--- src/rtl/tefr_ram.sv ---
module tefr_ram #(
  parameter int WIDTH = 8,
  parameter int DEPTH = 64,
  localparam int AW = (DEPTH > 1) ? $clog2(DEPTH) : 1
) (
  input  logic             clk,
  input  logic             we,
  input  logic [AW-1:0]    waddr,
  input  logic [WIDTH-1:0] wdata,
  input  logic             re,
  input  logic [AW-1:0]    raddr,
  output logic [WIDTH-1:0] rdata
);

  logic [WIDTH-1:0] mem [DEPTH];

  // One write port and one registered read port.
  always_ff @(posedge clk) begin
    if (we) begin
      mem[waddr] <= wdata;
    end
    if (re) begin
      rdata <= mem[raddr];
    end
  end

endmodule

--- config.mk ---
export PLATFORM = sky130hd
export DESIGN_NAME = tefr_ram
export DESIGN_NICKNAME = d
export VERILOG_FILES = /design/src/rtl/tefr_ram.sv
export SDC_FILE = /design/constraint.sdc
export NUM_CORES = 1
export LEC_CHECK = 0
export BUFFER_PORTS_ARGS = -buffer_cell sky130_fd_sc_hd__buf_2
export CAP_MARGIN = 15
export CELL_PAD_IN_SITES_DETAIL_PLACEMENT = 0
export CELL_PAD_IN_SITES_GLOBAL_PLACEMENT = 2
export CORE_MARGIN = 3
export CORE_UTILIZATION = 50
export CTS_BUF_LIST = sky130_fd_sc_hd__clkbuf_8
export CTS_CLUSTER_SIZE = 20
export DETAILED_ROUTE_END_ITERATION = 10
export PLACE_DENSITY_LB_ADDON = 0.1
export SETUP_SLACK_MARGIN = 0.4
export SYNTH_ARGS = -nofsm -noshare
export SYNTH_HDL_FRONTEND = slang
export SYNTH_SLANG_ARGS = --single-unit
--- constraint.sdc ---
create_clock -name clk -period 2.05 [get_ports clk]
set_input_delay 0.1025 -clock clk [delete_from_list [all_inputs] [get_ports clk]]
set_output_delay 0.1025 -clock clk [all_outputs]
set_load 0.01 [all_outputs]
==> results_dict.tcl <==
set metrics [dict create \
    outcome "finished, final reports clean" \
    cts_tree "yes" \
    synth_warnings 0 \
    overflow 0 \
    finish.instance_area_um2 23800 \
    clockBufferDepth 3 \
    core_area_um2 39800 \
    slew_viol_final 0 \
    grt_pass1_vias 10900 \
    finalSetupViolCount 0 \
    io_buffer_count 30 \
    clock_latency_ns 0.62 \
    final_layout_size_suffix_gt1_frac 0.357 \
    worstPathArrival_ns 2.30 \
    routabilityCongestion 0.806 \
    rsz0062_at_grt "yes" \
    finalCritPeriodShare 0.948 \
    hold_violations 0 \
    post-route-min-period_ns 1.94 \
    dieHeight_um 207 \
    r2r-start "mem[3][5]$_DFFE_PP_" \
    die_width_um 207 \
    drv_cap 0 \
    grt_pass1_wl_um 72200 \
    path_cells "mux4_2, nor2b_1, a2111oi_4, buf_4, o41ai_1" \
    dp_hpwl_um 31200 \
    worst-path-buf-inv 1 \
    clock_tree.root_cell "clkbuf_8" \
    syn_area_um2 20200 \
    critPathKind "reg -> reg" \
    drc 0 \
    rows 73 \
    nFillCells 2954 \
    slowest_delay_ns 0.48 \
    antenna_left 0 \
    num_vias 10200 \
    required_ns 2.40 \
    endpoint "rdata[5]$_DFFE_PP_" \
    area_growth_pct 17.5 \
    cts_buffers 83 \
    synth_seq_cells 520 \
    final_common_cell "edfxtp_1" \
    initial_core_util 0.508 \
    finalClockSkew_ns 0.0217 \
    worstSetupEndpointType "flip-flop" \
    placed_area_um2 22100 \
    rr_worst_depth 5 \
    synthCells 940 \
    drt_wl_total_um 48300 \
    htreeDepth 3 \
    post-place-ws_ns -0.563 \
    synth_cell_types 39 \
    drt_iter0_drc 1016 \
    nets 1185 \
    peakVddDrop_uv 741 \
    drt_pass1_iterations 5 \
    io_pins 31 \
    cts.sink_count 520 \
    critPathLaunchType "flip-flop" \
    grt_start_max_net_pins 65 \
    final_cell_mix "520 x edfxtp_1, 137 x buf_4, 126 x mux4_2, 88 x clkbuf_8, 79 x nor2_1" \
    vias_per_cell 5.86 \
    cp.depth 5 \
    p_per_area_nw_per_um2 880 \
    critPathSlowestCell "mux4_2" \
    cp_max_fo 1 \
    ys_seq_area_frac 0.771 \
    clk_pin_slew_ns 0.06 \
    crit_start "mem[3][5]$_DFFE_PP_" \
    leakage_nw 7.84 \
    power.total_w 0.0209 \
    relSlewSlack 0.504 \
    antenna_found_initial 1 \
    die-area_um2 42900 \
    tightest_slew_ns 0.744 \
    synth_nets 963 \
    min_path_type "in -> reg" \
    reg2reg_slack_ns 0.11 \
    fmax_ghz 0.514 \
    grt_util_all_layers 0.229 \
    diodes 0 \
    wl_per_cell_um 27.8 \
    avgSynthCellArea_um2 21.5 \
    worst_slack_ns 0.106 \
    regToRegEndpoint "rdata[5]$_DFFE_PP_" \
    crit_family "multiplexers" \
    fin_util 0.597 \
]
-- routing by layer --
layer,part of all wire,vias up,global-route usage
li1,-,4375,-
met1,0.41,5330,0.328
met2,0.48,405,0.360
met3,0.077,81,0.0464
met4,0.027,2,0.0789
met5,0.00019,-,0
-- metrics by stage --
stage               setup TNS (ns)  hold slack (ns)  cells
floorplan                        0            0.201    940
global placement             -2.47            0.519   1596
detailed placement           -2.45            0.517   1596
CTS                              0           0.0216   1738
global route                     0           0.0787   1740
finish                           0           0.0724   1740
-- area by class of cell --
class | instances | area (um2) | share of cell area
sequential | 520 | 15600 | 0.657
timing repair buffer | 188 | 1590 | 0.0668
tap | 525 | 657 | 0.0276
clock inverter | 51 | 226 | 0.00952
multi-input combinational | 369 | 4500 | 0.189
clock buffer | 87 | 1200 | 0.0503
-- worst register-to-register path, stage by stage, from the launching register on --
cell and delay, ns:
edfxtp_1 0.38, mux4_2 0.48, nor2b_1 0.18, a2111oi_4 0.41, buf_4 0.17, o41ai_1 0.06
-- cells by family after synthesis --
family / after synthesis / synth area share
flip-flops: 520 / 0.771
multiplexers: 162 / 0.159
AND/OR/NAND/NOR: 153 / 0.0337
AO/OA/AOI/OAI: 54 / 0.0206
buffers and inverters: 51 / 0.0156
-- repair_timing --
item                                   in CTS  in global routing
gates resized for setup                    26                  2
pin swaps                                   5                  2
gates cloned                                0                  0
setup endpoints to repair                   8                  8
hold buffers                                4                  1
setup buffers                               0                  0
endpoints found under the hold margin     108                 21
-- power breakdown --
part / leakage (nW) / internal, W / total, W / switching [W]
Clock: 0.820 / 0.00400 / 0.00781 / 0.00381
Combinational: 2.33 / 0.000547 / 0.00129 / 0.000743
Sequential: 4.69 / 0.0118 / 0.0118 / 0.0000345
-- registers in the layout, indices dropped and copies added, names as in the netlist --
register,flops
mem,512
rdata,8
-- worst min-delay path by stage --
stage | from | endpoint | cells past startpoint
after floorplan | wdata[0] | mem[0][0]$_DFFE_PP_ | 0
after global placement | re | rdata[6]$_DFFE_PP_ | 1
after detailed placement | re | rdata[6]$_DFFE_PP_ | 1
after CTS | raddr[5] | rdata[1]$_DFFE_PP_ | 3
after global routing | raddr[5] | rdata[1]$_DFFE_PP_ | 3
final | raddr[5] | rdata[1]$_DFFE_PP_ | 3
-- cell usage after synthesis --
cell type  number  area share
and2_1          1     0.00031
o41ai_1         2     0.00087
a2111oi_0       2     0.00087
edfxtp_1      520        0.77
o21ai_0         2     0.00049
buf_12          2      0.0020
o2bb2ai_1       3      0.0013
a221oi_1        6      0.0026
nor2b_1        14      0.0043
nor4_1          2     0.00062
nand2_1        19      0.0035
nand3b_1        3      0.0011
mux4_2        126        0.14
a31oi_1         1     0.00031
mux2_2         13      0.0072
nand2b_1        7      0.0022
o221ai_1        8      0.0035
buf_4          13      0.0048
buf_2          11      0.0027
or3_1           1     0.00031
a21oi_1         3     0.00074
o32ai_1         2     0.00087
o21a_1          2     0.00074
nor3_1          7      0.0017
o21ai_1         2     0.00049
buf_1           4     0.00074
nand4_1         2     0.00062
buf_6           4      0.0022
nand4b_1        1     0.00043
o311ai_1        1     0.00043
clkbuf_1       17      0.0032
o2111ai_1       3      0.0013
o221a_2         2      0.0011
mux2i_1        23       0.011
a211oi_1        4      0.0015
o22ai_1         8      0.0025
a22oi_1         3      0.0011
nand3_1        13      0.0032
nor2_1         83       0.015
Power figures use the tool's default switching activity.
