--- config.mk ---
export PLATFORM = sky130hd
export DESIGN_NAME = tefr_div
export DESIGN_NICKNAME = d
export VERILOG_FILES = /design/src/rtl/tefr_pkg.sv /design/src/rtl/tefr_div.sv
export SDC_FILE = /design/constraint.sdc
export NUM_CORES = 1
export LEC_CHECK = 0
export BUFFER_PORTS_ARGS = -buffer_cell sky130_fd_sc_hd__buf_2
export CAP_MARGIN = 0
export CORE_MARGIN = 5
export CORE_UTILIZATION = 57
export DETAILED_ROUTE_END_ITERATION = 8
export HOLD_SLACK_MARGIN = 0.12
export PLACE_DENSITY = 0.91
export SLEW_MARGIN = 20
export SYNTH_ARGS = -nofsm -noshare
export SYNTH_HDL_FRONTEND = slang
export SYNTH_SLANG_ARGS = --single-unit
--- constraint.sdc ---
create_clock -name clk -period 3.4 [get_ports clk]
set_input_delay 0.68 -clock clk [delete_from_list [all_inputs] [get_ports clk]]
set_output_delay 0.68 -clock clk [all_outputs]
set_load 0.05 [all_outputs]
--- src/rtl/tefr_pkg.sv ---
package tefr_pkg;

  // Storage and arithmetic widths.
  localparam int DEFAULT_FIFO_DEPTH = 64;
  localparam int COORD_W            = 32;
  localparam int RES_W              = 16;
  localparam int USEC_W             = 20;
  localparam int TIME_W             = 14;
  localparam int POS_W              = 2 * COORD_W;
  localparam int PT_W               = COORD_W + TIME_W;
  localparam int DIVIDEND_W         = 48;
  localparam int DIVISOR_W          = 32;
  localparam int CFG_INDEX_W        = 3;

  // Reset values of the resolution registers.
  localparam logic [RES_W-1:0] X_RES_RESET = 16'd240;
  localparam logic [RES_W-1:0] Y_RES_RESET = 16'd320;

  // Reciprocal of 100 for the timestamp: ceil(2^27 / 100), exact for 20-bit inputs.
  localparam int          TIME_SHIFT = 27;
  localparam logic [20:0] TIME_RECIP = 21'd1342178;

  // Command codes.
  localparam logic [2:0] CMD_ABS   = 3'd0;
  localparam logic [2:0] CMD_REL   = 3'd1;
  localparam logic [2:0] CMD_KEY   = 3'd2;
  localparam logic [2:0] CMD_OTHER = 3'd3;
  localparam logic [2:0] CMD_READ  = 3'd4;

  // Event codes.
  localparam logic [2:0] CODE_X     = 3'd0;
  localparam logic [2:0] CODE_Y     = 3'd1;
  localparam logic [2:0] CODE_PRESS = 3'd2;
  localparam logic [2:0] CODE_TOUCH = 3'd3;

  // Key states.
  localparam logic [31:0] KEY_UP     = 32'd0;
  localparam logic [31:0] KEY_DOWN   = 32'd1;
  localparam logic [31:0] KEY_REPEAT = 32'd2;

  // Configuration register indexes.
  localparam logic [CFG_INDEX_W-1:0] REG_X_RES    = 3'd0;
  localparam logic [CFG_INDEX_W-1:0] REG_Y_RES    = 3'd1;
  localparam logic [CFG_INDEX_W-1:0] REG_X_MIN    = 3'd2;
  localparam logic [CFG_INDEX_W-1:0] REG_X_MAX    = 3'd3;
  localparam logic [CFG_INDEX_W-1:0] REG_Y_MIN    = 3'd4;
  localparam logic [CFG_INDEX_W-1:0] REG_Y_MAX    = 3'd5;
  localparam logic [CFG_INDEX_W-1:0] REG_PRESS_MIN = 3'd6;

  // Sequencer states.
  typedef enum logic [2:0] {
    ST_IDLE,
    ST_EXEC,
    ST_MUL,
    ST_DSTART,
    ST_DIV,
    ST_PUSH,
    ST_READ,
    ST_READ_DATA
  } state_t;

  // Request to the divider.
  typedef struct packed {
    logic                  start;
    logic [DIVIDEND_W-1:0] dividend;
    logic [DIVISOR_W-1:0]  divisor;
  } div_req_t;

endpackage

--- src/rtl/tefr_div.sv ---
module tefr_div (
  input  logic                              clk,
  input  logic                              rst,
  input  tefr_pkg::div_req_t                req,
  output logic                              done,
  output logic [tefr_pkg::DIVISOR_W-1:0]    quotient
);

  import tefr_pkg::*;

  localparam int CNT_W = $clog2(DIVIDEND_W + 1);

  logic                  busy;
  logic [CNT_W-1:0]      cnt;
  logic [DIVISOR_W-1:0]  rem;
  logic [DIVIDEND_W-1:0] quo;
  logic [DIVISOR_W-1:0]  dvs;

  logic [DIVISOR_W:0]    trial;
  logic [DIVISOR_W:0]    diff;
  logic                  qbit;
  logic [DIVISOR_W-1:0]  rem_next;

  // One restoring step: shift in the next dividend bit and try the subtraction.
  always_comb begin
    trial    = {rem, quo[DIVIDEND_W-1]};
    diff     = trial - {1'b0, dvs};
    qbit     = (trial >= {1'b0, dvs});
    rem_next = qbit ? diff[DIVISOR_W-1:0] : trial[DIVISOR_W-1:0];
  end

  // Iteration control: one quotient bit per cycle, done pulses after the last.
  always_ff @(posedge clk) begin
    if (rst) begin
      busy <= 1'b0;
      done <= 1'b0;
      cnt  <= '0;
    end else begin
      done <= 1'b0;
      if (req.start) begin
        busy <= 1'b1;
        cnt  <= CNT_W'(DIVIDEND_W);
      end else if (busy) begin
        cnt <= cnt - 1'b1;
        if (cnt == CNT_W'(1)) begin
          busy <= 1'b0;
          done <= 1'b1;
        end
      end
    end
  end

  // Remainder and quotient shift register.
  always_ff @(posedge clk) begin
    if (req.start) begin
      rem <= '0;
      quo <= req.dividend;
      dvs <= req.divisor;
    end else if (busy) begin
      rem <= rem_next;
      quo <= {quo[DIVIDEND_W-2:0], qbit};
    end
  end

  // The caller keeps the low bits, which is the wrapped position.
  assign quotient = quo[DIVISOR_W-1:0];

  a_done_after_busy: assert property (@(posedge clk) disable iff (rst)
    done |-> $past(busy) && !busy)
    else $error("divider done without a running division");

  a_start_idle: assert property (@(posedge clk) disable iff (rst)
    req.start |-> !busy)
    else $error("divider started while busy");

  a_cnt_range: assert property (@(posedge clk) disable iff (rst)
    busy |-> (cnt != '0) && (cnt <= CNT_W'(DIVIDEND_W)))
    else $error("divider iteration count out of range");

endmodule
==> results of run 1 <==
-- power by group through the flow --
stage / sequential (mW) / clock, mW / combinational (mW)
global placement: 1.81 / 0 / 1.02
floorplan: 1.79 / 0 / 0.887
detailed placement: 1.81 / 0 / 1.04
finish: 1.79 / 1.82 / 1.06
CTS: 1.79 / 1.86 / 1.05
global route: 1.80 / 1.91 / 1.16
-- sequential cells by signal, indices dropped and copies added (netlist names) --
register  flops
done          1
dvs          32
busy          1
quo          48
rem          32
cnt           6
-- layout make-up --
class                      instances  area [sq um]
multi-input combinational        452          3163
clock inverter                    12         140.1
fill                             888          4024
clock buffer                      20         466.7
sequential                       120          3204
inverter                          51         191.4
tap                              147         183.9
timing repair buffer             121         635.6
antenna                            1         2.502
-- metal layers --
layer,GRT usage,up-vias,part of all wire
met5,0,-,0
met4,0.06374,0,0.014
met3,0.06314,23,0.083
met2,0.3322,250,0.47
met1,0.2629,2491,0.43
li1,-,2622,-
-- per-stage QoR --
stage	setup WS (ns)	power [mW]	util	instances
after floorplan	0.6471	2.681	-	695
after global placement	0.5126	2.832	0.6143	891
after detailed placement	0.4079	2.858	0.6143	891
after CTS	0.3348	4.698	0.6648	923
after global routing	0.1377	4.875	0.6648	923
final	0.3193	4.666	0.6650	924
-- cell usage after synthesis, types with 4 or more instances --
master    count
xor2_1       10
a211oi_1      5
o21a_1        6
buf_4        38
buf_2        12
nor2_1       50
nor4_1        6
a311oi_1     22
a21o_1       16
inv_1        51
xnor2_1      15
a21boi_0      4
or3_1         6
nand2_1      68
nand3_1      16
edfxtp_1     80
mux2_2       47
nand2b_1      4
a31oi_1       4
nand4_1      16
o211ai_1      5
o21ai_0      22
dfxtp_1      40
ha_1         34
a21oi_1      47
nor3_1        8
clkbuf_1     17
-- worst max-delay path by stage --
stage             from       to  cells past startpoint
5_1_grt         dvs[9]  rem[31]                     10
2_1_floorplan  quo[47]  rem[22]                     11
4_1_cts        quo[47]  rem[26]                     11
3_5_place_dp   quo[47]  rem[22]                     11
6_report       quo[47]  rem[26]                     11
3_3_place_gp   quo[47]  rem[22]                     11
-- cells by family (layout without fill, tap and decap cells) --
| logic type | after synthesis | count (layout) | synth area share |
|---|---|---|---|
| AOI/OAI and AO/OA | 156 | 156 | 0.1548 |
| xor gates and xnor gates | 25 | 25 | 0.03128 |
| adders and majority gates | 35 | 35 | 0.06364 |
| buffers and inverters | 123 | 204 | 0.09081 |
| DFF | 120 | 120 | 0.4576 |
| muxes | 49 | 49 | 0.07848 |
| other | 0 | 1 | 0 |
| and+or+nand+nor | 187 | 187 | 0.1233 |
==> results_dict.tcl, run 1 <==
set metrics [dict create \
    fin_tns_setup_ns 0 \
    cts.path.max_buffers 2 \
    synth_cell_types 57 \
    cap_violations 0 \
    power_density_mw_per_mm2 584.2 \
    gp_congestion 0.9098 \
    track_usage 0.2046 \
    grt-ovfl-total 0 \
    layout_common_cells "buf_2, edfxtp_1, nand2_1" \
    p_clk_frac 0.390 \
    status "finished clean" \
    grt_max_degree 73 \
    leakagePower_nw 3.436 \
    wl_microns 14840 \
    synth_nets 813 \
    coreArea_sq_mm 0.01201 \
    hp-start "req[30]" \
    worst_r2r_endpoint "rem[26]" \
    fin_crit_sh 0.9061 \
    htreeDepth 4 \
    worst_path_most_repeated_cell "a21oi_1" \
    path_max_fanout 4 \
    drc 0 \
    fp.dieH_microns 120.8 \
    worstRegToRegCells 11 \
    synthDominantCellAreaShare 0.3432 \
    synth_top_cell_by_area "edfxtp_1" \
    final_common_cell "buf_2" \
    worstPathCellList "inv_1 -> ha_1 -> fa_1 -> nor2b_1 -> o2111ai_1 -> a2111o_1 -> a31o_2 -> a21oi_1 -> a21oi_1 -> or3_1 -> a311oi_1" \
    critPathTopFamily "compound AO/OA/AOI/OAI gates" \
    path_buf_inv 1 \
    antenna_found_initial 0 \
    cts_tree "yes" \
    hold_end "dvs[30]" \
    hold_violations 0 \
    worstReg2RegStart "quo[47]" \
    grt_first_pass_wirelength_microns 23830 \
    num_vias 5386 \
    seq_power_share 0.383 \
    slew_violations 0 \
    syn_inst 695 \
    synth-edff-count 80 \
    ios 116 \
    cts_root_buffer "clkbuf_16" \
    ys.flop_type "edfxtp_1" \
    worstMarginPinSlew_ns 0.8449 \
    fin_area_sq_mm 0.007988 \
    required_ns 3.73 \
    p_sw_mw 1.417 \
    finClkSkew_ns 0.01445 \
    drive_gt1_frac 0.2732 \
    cts_resized 0 \
    grt_pass1_vias 4989 \
    fmax_ghz 0.3246 \
    rows 40 \
    syn_area_sq_mm 0.006999 \
    p_int_mw 3.250 \
    avgSynthCellArea_sq_um 10.07 \
    relSlewSlack 0.4367 \
    path_class "reg -> reg" \
    fin_crit_ns 3.081 \
    portBuffers 115 \
    hp-class "in -> reg" \
    rsz0062_at_grt "no" \
    dp_hpwl_microns 10610 \
    ys_seq_area_frac 0.4576 \
    reg2reg_slack_ns 0.32 \
    clk-insertion-delay-late_ns 0.42 \
    end_kind "flop" \
    cpPeakStageDelay_ns 0.45 \
    ys_warn_count 0 \
    crit_path_start_kind "flop" \
    ys_ff_latch 120 \
    whs_ns 0.4294 \
    peakVddDrop_mv 0.4184 \
    placed_cell_area_sq_mm 0.007378 \
    die_w_microns 120.8 \
    clkSlewWorstSetupHoldPaths_ns 0.06 \
    firstDrtPassIters 5 \
    p_sw_frac 0.3036 \
    die_area_sq_mm 0.01460 \
    holdPathStages 1 \
    cp.arrival_ns 3.41 \
    finalSetupViolations 0 \
    synthTopCellsByArea "edfxtp_1, dfxtp_1, mux2_2" \
    slowest_stage "a2111o_1" \
    drtIter0Drc 435 \
    cts.sinks 120 \
    cts_hold_buf 0 \
    p_comb_frac 0.227 \
    wire_per_inst_microns 16.06 \
    cts_buffers 17 \
    vias_per_cell 5.829 \
    cts_setup_buffers 0 \
    initial_utilization 0.5827 \
    ant_nets 0 \
    async_reset_ff_frac 0 \
    synthToLayoutAreaGrowth_pct 14.12 \
    final_nets 881 \
]
Power figures use the tool's default switching activity.
==> run 2, diff against run 1 <==
--- a/config.mk
+++ b/config.mk
@@ -5,13 +5,13 @@
 export SDC_FILE = /design/constraint.sdc
 export NUM_CORES = 1
 export LEC_CHECK = 0
-export BUFFER_PORTS_ARGS = -buffer_cell sky130_fd_sc_hd__buf_2
 export CAP_MARGIN = 0
 export CORE_MARGIN = 5
-export CORE_UTILIZATION = 57
+export CORE_UTILIZATION = 60
 export DETAILED_ROUTE_END_ITERATION = 8
+export DONT_BUFFER_PORTS = 1
 export HOLD_SLACK_MARGIN = 0.12
-export PLACE_DENSITY = 0.91
+export PLACE_DENSITY = 0.86
 export SLEW_MARGIN = 20
 export SYNTH_ARGS = -nofsm -noshare
 export SYNTH_HDL_FRONTEND = slang
==> constraint.sdc (replaced) <==
create_clock -name clk -period 3.4 [get_ports clk]
set_input_delay 0.34 -clock clk [delete_from_list [all_inputs] [get_ports clk]]
set_output_delay 0.34 -clock clk [all_outputs]
set_load 0.05 [all_outputs]
==> run 2 against run 1 <==
Compared with the run above: non-clock buffer count down 83; utilization up 1.2 points; first-iteration DRC count rose by 2.8%; cell count decreased by 9.5%; sequential power grew 8%; global-route usage up 1.5 points; setup slack worse by 0.059 ns; via count is 5.2% lower; clock power about the same; hold slack lost 0.29 ns; register-to-register slack worse by 0.06 ns; critical path type unchanged; critical endpoint is now rem[30].
==> results_dict.tcl, run 2 (same netlist as run 1, synthesis figures left out) <==
set metrics [dict create \
    status "finished clean" \
    hold_violations 0 \
    top_regs "quo: 48 flops, dvs: 32 flops, rem: 32 flops" \
    htreeDepth 4 \
    cts_resized 0 \
    peakVddDrop_mv 0.4360 \
    worstMarginPinSlew_ns 0.6377 \
    num_antenna_cells 0 \
    clk-insertion-delay-late_ns 0.42 \
    rsz0062_at_grt "no" \
    seq_power_share 0.423 \
    clkSlewWorstSetupHoldPaths_ns 0.06 \
    cts_setup_buffers 0 \
    track_usage 0.2198 \
    p_sw_frac 0.3100 \
    cp.arrival_ns 3.45 \
    p_clk_frac 0.391 \
    die_w_microns 118.0 \
    cts.path.max_buffers 2 \
    wire_per_inst_microns 18.07 \
    fin_area_sq_mm 0.007726 \
    grt_first_pass_wirelength_microns 25080 \
    path_max_fanout 4 \
    largest_register_ffs 48 \
    grt-ovfl-total 0 \
    synthToLayoutAreaGrowth_pct 10.39 \
    fmax_ghz 0.3185 \
    wl_microns 15110 \
    placed_cell_area_sq_mm 0.006760 \
    cts_tree "yes" \
    coreArea_sq_mm 0.01142 \
    cts_root_buffer "clkbuf_16" \
    cts_buffers 17 \
    fin_tns_setup_ns 0 \
    regMostFlops "quo" \
    ant_nets 0 \
    firstDrtPassIters 6 \
    finalSetupViolations 0 \
    antenna_found_initial 0 \
    num_vias 5107 \
    ios 116 \
    final_nets 798 \
    final_common_cell "edfxtp_1" \
    power_density_mw_per_mm2 594.4 \
    relSlewSlack 0.5748 \
    vias_per_cell 6.109 \
    drive_gt1_frac 0.1371 \
    finClkSkew_ns 0.009729 \
    fp.dieH_microns 118.0 \
    dp_hpwl_microns 10350 \
    reg2reg_slack_ns 0.26 \
    cap_violations 0 \
    drtIter0Drc 447 \
    drc 0 \
    crit_path_start_kind "flop" \
    p_sw_mw 1.424 \
    fin_crit_sh 0.9236 \
    grt_pass1_vias 4984 \
    grt_max_degree 69 \
    layout_common_cells "edfxtp_1, nand2_1, inv_1" \
    p_comb_frac 0.185 \
    cts_hold_buf 35 \
    portBuffers 0 \
    leakagePower_nw 3.121 \
    rows 39 \
    cts.sinks 120 \
    path_class "reg -> reg" \
    initial_utilization 0.6130 \
    slew_violations 0 \
    end_kind "flop" \
    p_int_mw 3.168 \
    die_area_sq_mm 0.01393 \
    hp-class "in -> reg" \
    fin_crit_ns 3.140 \
    required_ns 3.71 \
    gp_congestion 0.9591 \
]
-- run 2: cell count changes in the layout (fill, tap and decap cells not counted), sizes merged --
cell	before	now
buf	121	4
dlygate4sd3	0	34
clkbuf	20	17
clkinv	3	6
clkinvlp	3	1
inv	55	57
diode	1	0
-- run 2: through the flow --
stage	util	setup WS [ns]	hold slack [ns]	instances	power, mW
after global placement	0.5920	0.4993	0.4093	769	2.730
final	0.6766	0.2598	0.1360	836	4.592
after CTS	0.6762	0.3147	0.1221	836	4.617
after global routing	0.6766	0.07652	0.1228	836	4.814
after detailed placement	0.5920	0.3713	0.4103	769	2.759
after floorplan	-	0.6471	0.4389	695	2.681
-- run 2: layout make-up --
cell class,instances,area (sq um)
flip-flops and latches,120,3204
well taps,143,178.9
repair buffers,38,390.4
inverters,51,191.4
clock inverters,15,167.7
multi-input cells,452,3168
fillers,857,3692
clock buffers,17,425.4
-- run 2: worst paths after layout --
check             startpoint      end  depth (start not counted)
setup / recovery     quo[47]  rem[30]                         11
setup reg to reg     quo[47]  rem[30]                         11
hold reg to reg       rem[1]   rem[1]                          2
hold / removal       req[32]   quo[0]                          2
-- run 2: power groups by stage --
stage | clock, mW | sequential (mW) | combinational, mW
after global routing | 1.90 | 1.96 | 0.951
after CTS | 1.83 | 1.95 | 0.842
after detailed placement | 0 | 1.98 | 0.784
after floorplan | 0 | 1.79 | 0.887
final | 1.80 | 1.94 | 0.851
after global placement | 0 | 1.97 | 0.762
-- run 2: routing by layer --
metal	up-vias	track usage	part of all wire
li1	2467	-	-
met1	2378	0.2789	0.43
met2	223	0.3497	0.47
met3	39	0.06824	0.072
met4	0	0.08889	0.025
met5	-	0	0
-- run 2: critical path, cell delays in order, from the launching register on --
cell	delay, ns
edfxtp_1	0.36
inv_1	0.05
ha_1	0.22
fa_1	0.42
nor2b_1	0.21
o2111ai_1	0.20
a2111o_1	0.46
a31o_2	0.26
a211oi_1	0.43
o21a_1	0.20
o21ai_0	0.07
and4_1	0.17
==> run 3, diff against run 2 <==
--- a/config.mk
+++ b/config.mk
@@ -11,7 +11,8 @@
 export DETAILED_ROUTE_END_ITERATION = 8
 export DONT_BUFFER_PORTS = 1
 export HOLD_SLACK_MARGIN = 0.12
-export PLACE_DENSITY = 0.86
+export MAX_ROUTING_LAYER = met4
+export PLACE_DENSITY = 0.73
 export SLEW_MARGIN = 20
 export SYNTH_ARGS = -nofsm -noshare
 export SYNTH_HDL_FRONTEND = slang
==> run 3 against run 2 <==
Compared with the run above: clock skew is essentially flat; clock power grew 9%; via count shrank 1.8%; flip-flop and latch count is the same; first-iteration DRC count grew 2.5%; largest cell class unchanged; critical path depth is the same; critical path type unchanged; utilization grew 0.66 points; sequential share of layout area shrank 0.40 points.
==> results_dict.tcl, run 3 (same netlist as run 1, synthesis figures left out) <==
set metrics [dict create \
    fmax_ghz 0.3274 \
    finalSetupViolations 0 \
    track_usage 0.2204 \
    ant_nets 0 \
    grt_first_pass_wirelength_microns 24580 \
    fin_crit_sh 0.8983 \
    htreeDepth 4 \
    vias_per_cell 5.994 \
    p_sw_mw 1.353 \
    regMostFlops "quo" \
    power_density_mw_per_mm2 608.7 \
    die_area_sq_mm 0.01393 \
    p_int_mw 3.395 \
    worstMarginPinSlew_ns 0.6350 \
    cap_violations 0 \
    p_clk_frac 0.412 \
    finClkSkew_ns 0.009615 \
    fp.dieH_microns 118.0 \
    crit_path_start_kind "flop" \
    rsz0062_at_grt "no" \
    p_sw_frac 0.2850 \
    largest_register_ffs 48 \
    firstDrtPassIters 5 \
    cts_hold_buf 36 \
    hp-class "in -> reg" \
    num_antenna_cells 0 \
    path_class "reg -> reg" \
    portBuffers 0 \
    holdPathStages 1 \
    clkSlewWorstSetupHoldPaths_ns 0.06 \
    ios 116 \
    layout_common_cells "edfxtp_1, nand2_1, inv_1" \
    final_nets 799 \
    fin_util 0.6832 \
    status "finished clean" \
    drtIter0Drc 458 \
    grt-ovfl-total 0 \
    gp_congestion 0.9324 \
    slew_violations 0 \
    required_ns 3.73 \
    final_common_cell "edfxtp_1" \
    clk-insertion-delay-late_ns 0.42 \
    peakVddDrop_mv 0.4521 \
    relSlewSlack 0.5767 \
    cts_setup_buffers 0 \
    cts_resized 0 \
    worstRegToRegCells 11 \
    fin_crit_ns 3.054 \
    finalPower_mw 4.748 \
    fin_tns_setup_ns 0 \
    path_max_fanout 4 \
    drive_gt1_frac 0.1340 \
    slowest_stage "a2111o_1" \
    hold_violations 0 \
    rows 39 \
    grt_pass1_vias 4901 \
    antenna_found_initial 0 \
    wire_per_inst_microns 17.44 \
    cts_buffers 17 \
    worstPathCellList "inv_1 -> ha_1 -> fa_1 -> nor2b_1 -> o2111ai_1 -> a2111o_1 -> a31o_2 -> a21oi_1 -> nor3_1 -> or3b_1 -> a311oi_2" \
    cts_root_buffer "clkbuf_16" \
    synthToLayoutAreaGrowth_pct 11.46 \
    cp.arrival_ns 3.38 \
    die_w_microns 118.0 \
    grt_max_degree 69 \
    initial_utilization 0.6130 \
    wl_microns 14600 \
    dp_hpwl_microns 9982 \
    seq_power_share 0.409 \
    p_comb_frac 0.179 \
    end_kind "flop" \
    leakagePower_nw 3.152 \
    cts.path.max_buffers 2 \
    cpPeakStageDelay_ns 0.44 \
    drc 0 \
    placed_cell_area_sq_mm 0.006773 \
    num_vias 5017 \
    top_regs "quo: 48 flops, dvs: 32 flops, rem: 32 flops" \
    cts_tree "yes" \
    cts.sinks 120 \
    fin_area_sq_mm 0.007801 \
    coreArea_sq_mm 0.01142 \
]
run 3: path summary, 6_finish.rpt:
| path | startpoint | end | slack (ns) |
|---|---|---|---|
| worst max-delay path | quo[47] | rem[22] | 0.35 |
| worst min-delay path | req[49] | quo[17] | 0.14 |
| worst max register to register | quo[47] | rem[22] | 0.35 |
| worst min register to register | rem[5] | rem[6] | 0.50 |
run 3: through the flow:
| stage | setup slack [ns] | hold slack, ns | cells |
|---|---|---|---|
| 4_1_cts | 0.3327 | 0.1261 | 837 |
| 6_report | 0.3458 | 0.1441 | 837 |
| 3_3_place_gp | 0.4930 | 0.4074 | 769 |
| 2_1_floorplan | 0.6471 | 0.4389 | 695 |
| 3_5_place_dp | 0.3755 | 0.4086 | 769 |
| 5_1_grt | 0.09742 | 0.1272 | 837 |
run 3: layout make-up:
| class | count | area [sq um] |
|---|---|---|
| clock inverter | 12 | 198.9 |
| multi-input combinational | 452 | 3168 |
| fill | 859 | 3617 |
| clock buffer | 20 | 446.7 |
| sequential | 120 | 3204 |
| inverter | 51 | 191.4 |
| timing repair buffer | 39 | 412.9 |
| tap | 143 | 178.9 |
run 3: per-layer routing:
metal | global-route usage | share of wire
met1 | 0.2833 | 0.45
met2 | 0.3250 | 0.46
met3 | 0.06439 | 0.069
met4 | 0.09534 | 0.021
met5 | - | 0
run 3: worst max-delay path, delay by kind of cell, from the launching register on:
| kind | cells | cell delay (ns) |
|---|---|---|
| flip-flops | 1 | 0.35 |
| AO/OA/AOI/OAI | 5 | 1.30 |
| buffers and inverters | 1 | 0.06 |
| AND/OR/NAND/NOR | 3 | 0.62 |
| adder cells (fa/ha/maj) | 2 | 0.63 |
run 3: power groups by stage:
| stage | Sequential [mW] | Clock (mW) | Combinational (mW) |
|---|---|---|---|
| 6_report | 1.94 | 1.96 | 0.848 |
| 5_1_grt | 1.96 | 2.06 | 0.946 |
| 4_1_cts | 1.95 | 1.99 | 0.847 |
| 3_5_place_dp | 1.97 | 0 | 0.788 |
| 3_3_place_gp | 1.97 | 0 | 0.772 |
| 2_1_floorplan | 1.79 | 0 | 0.887 |
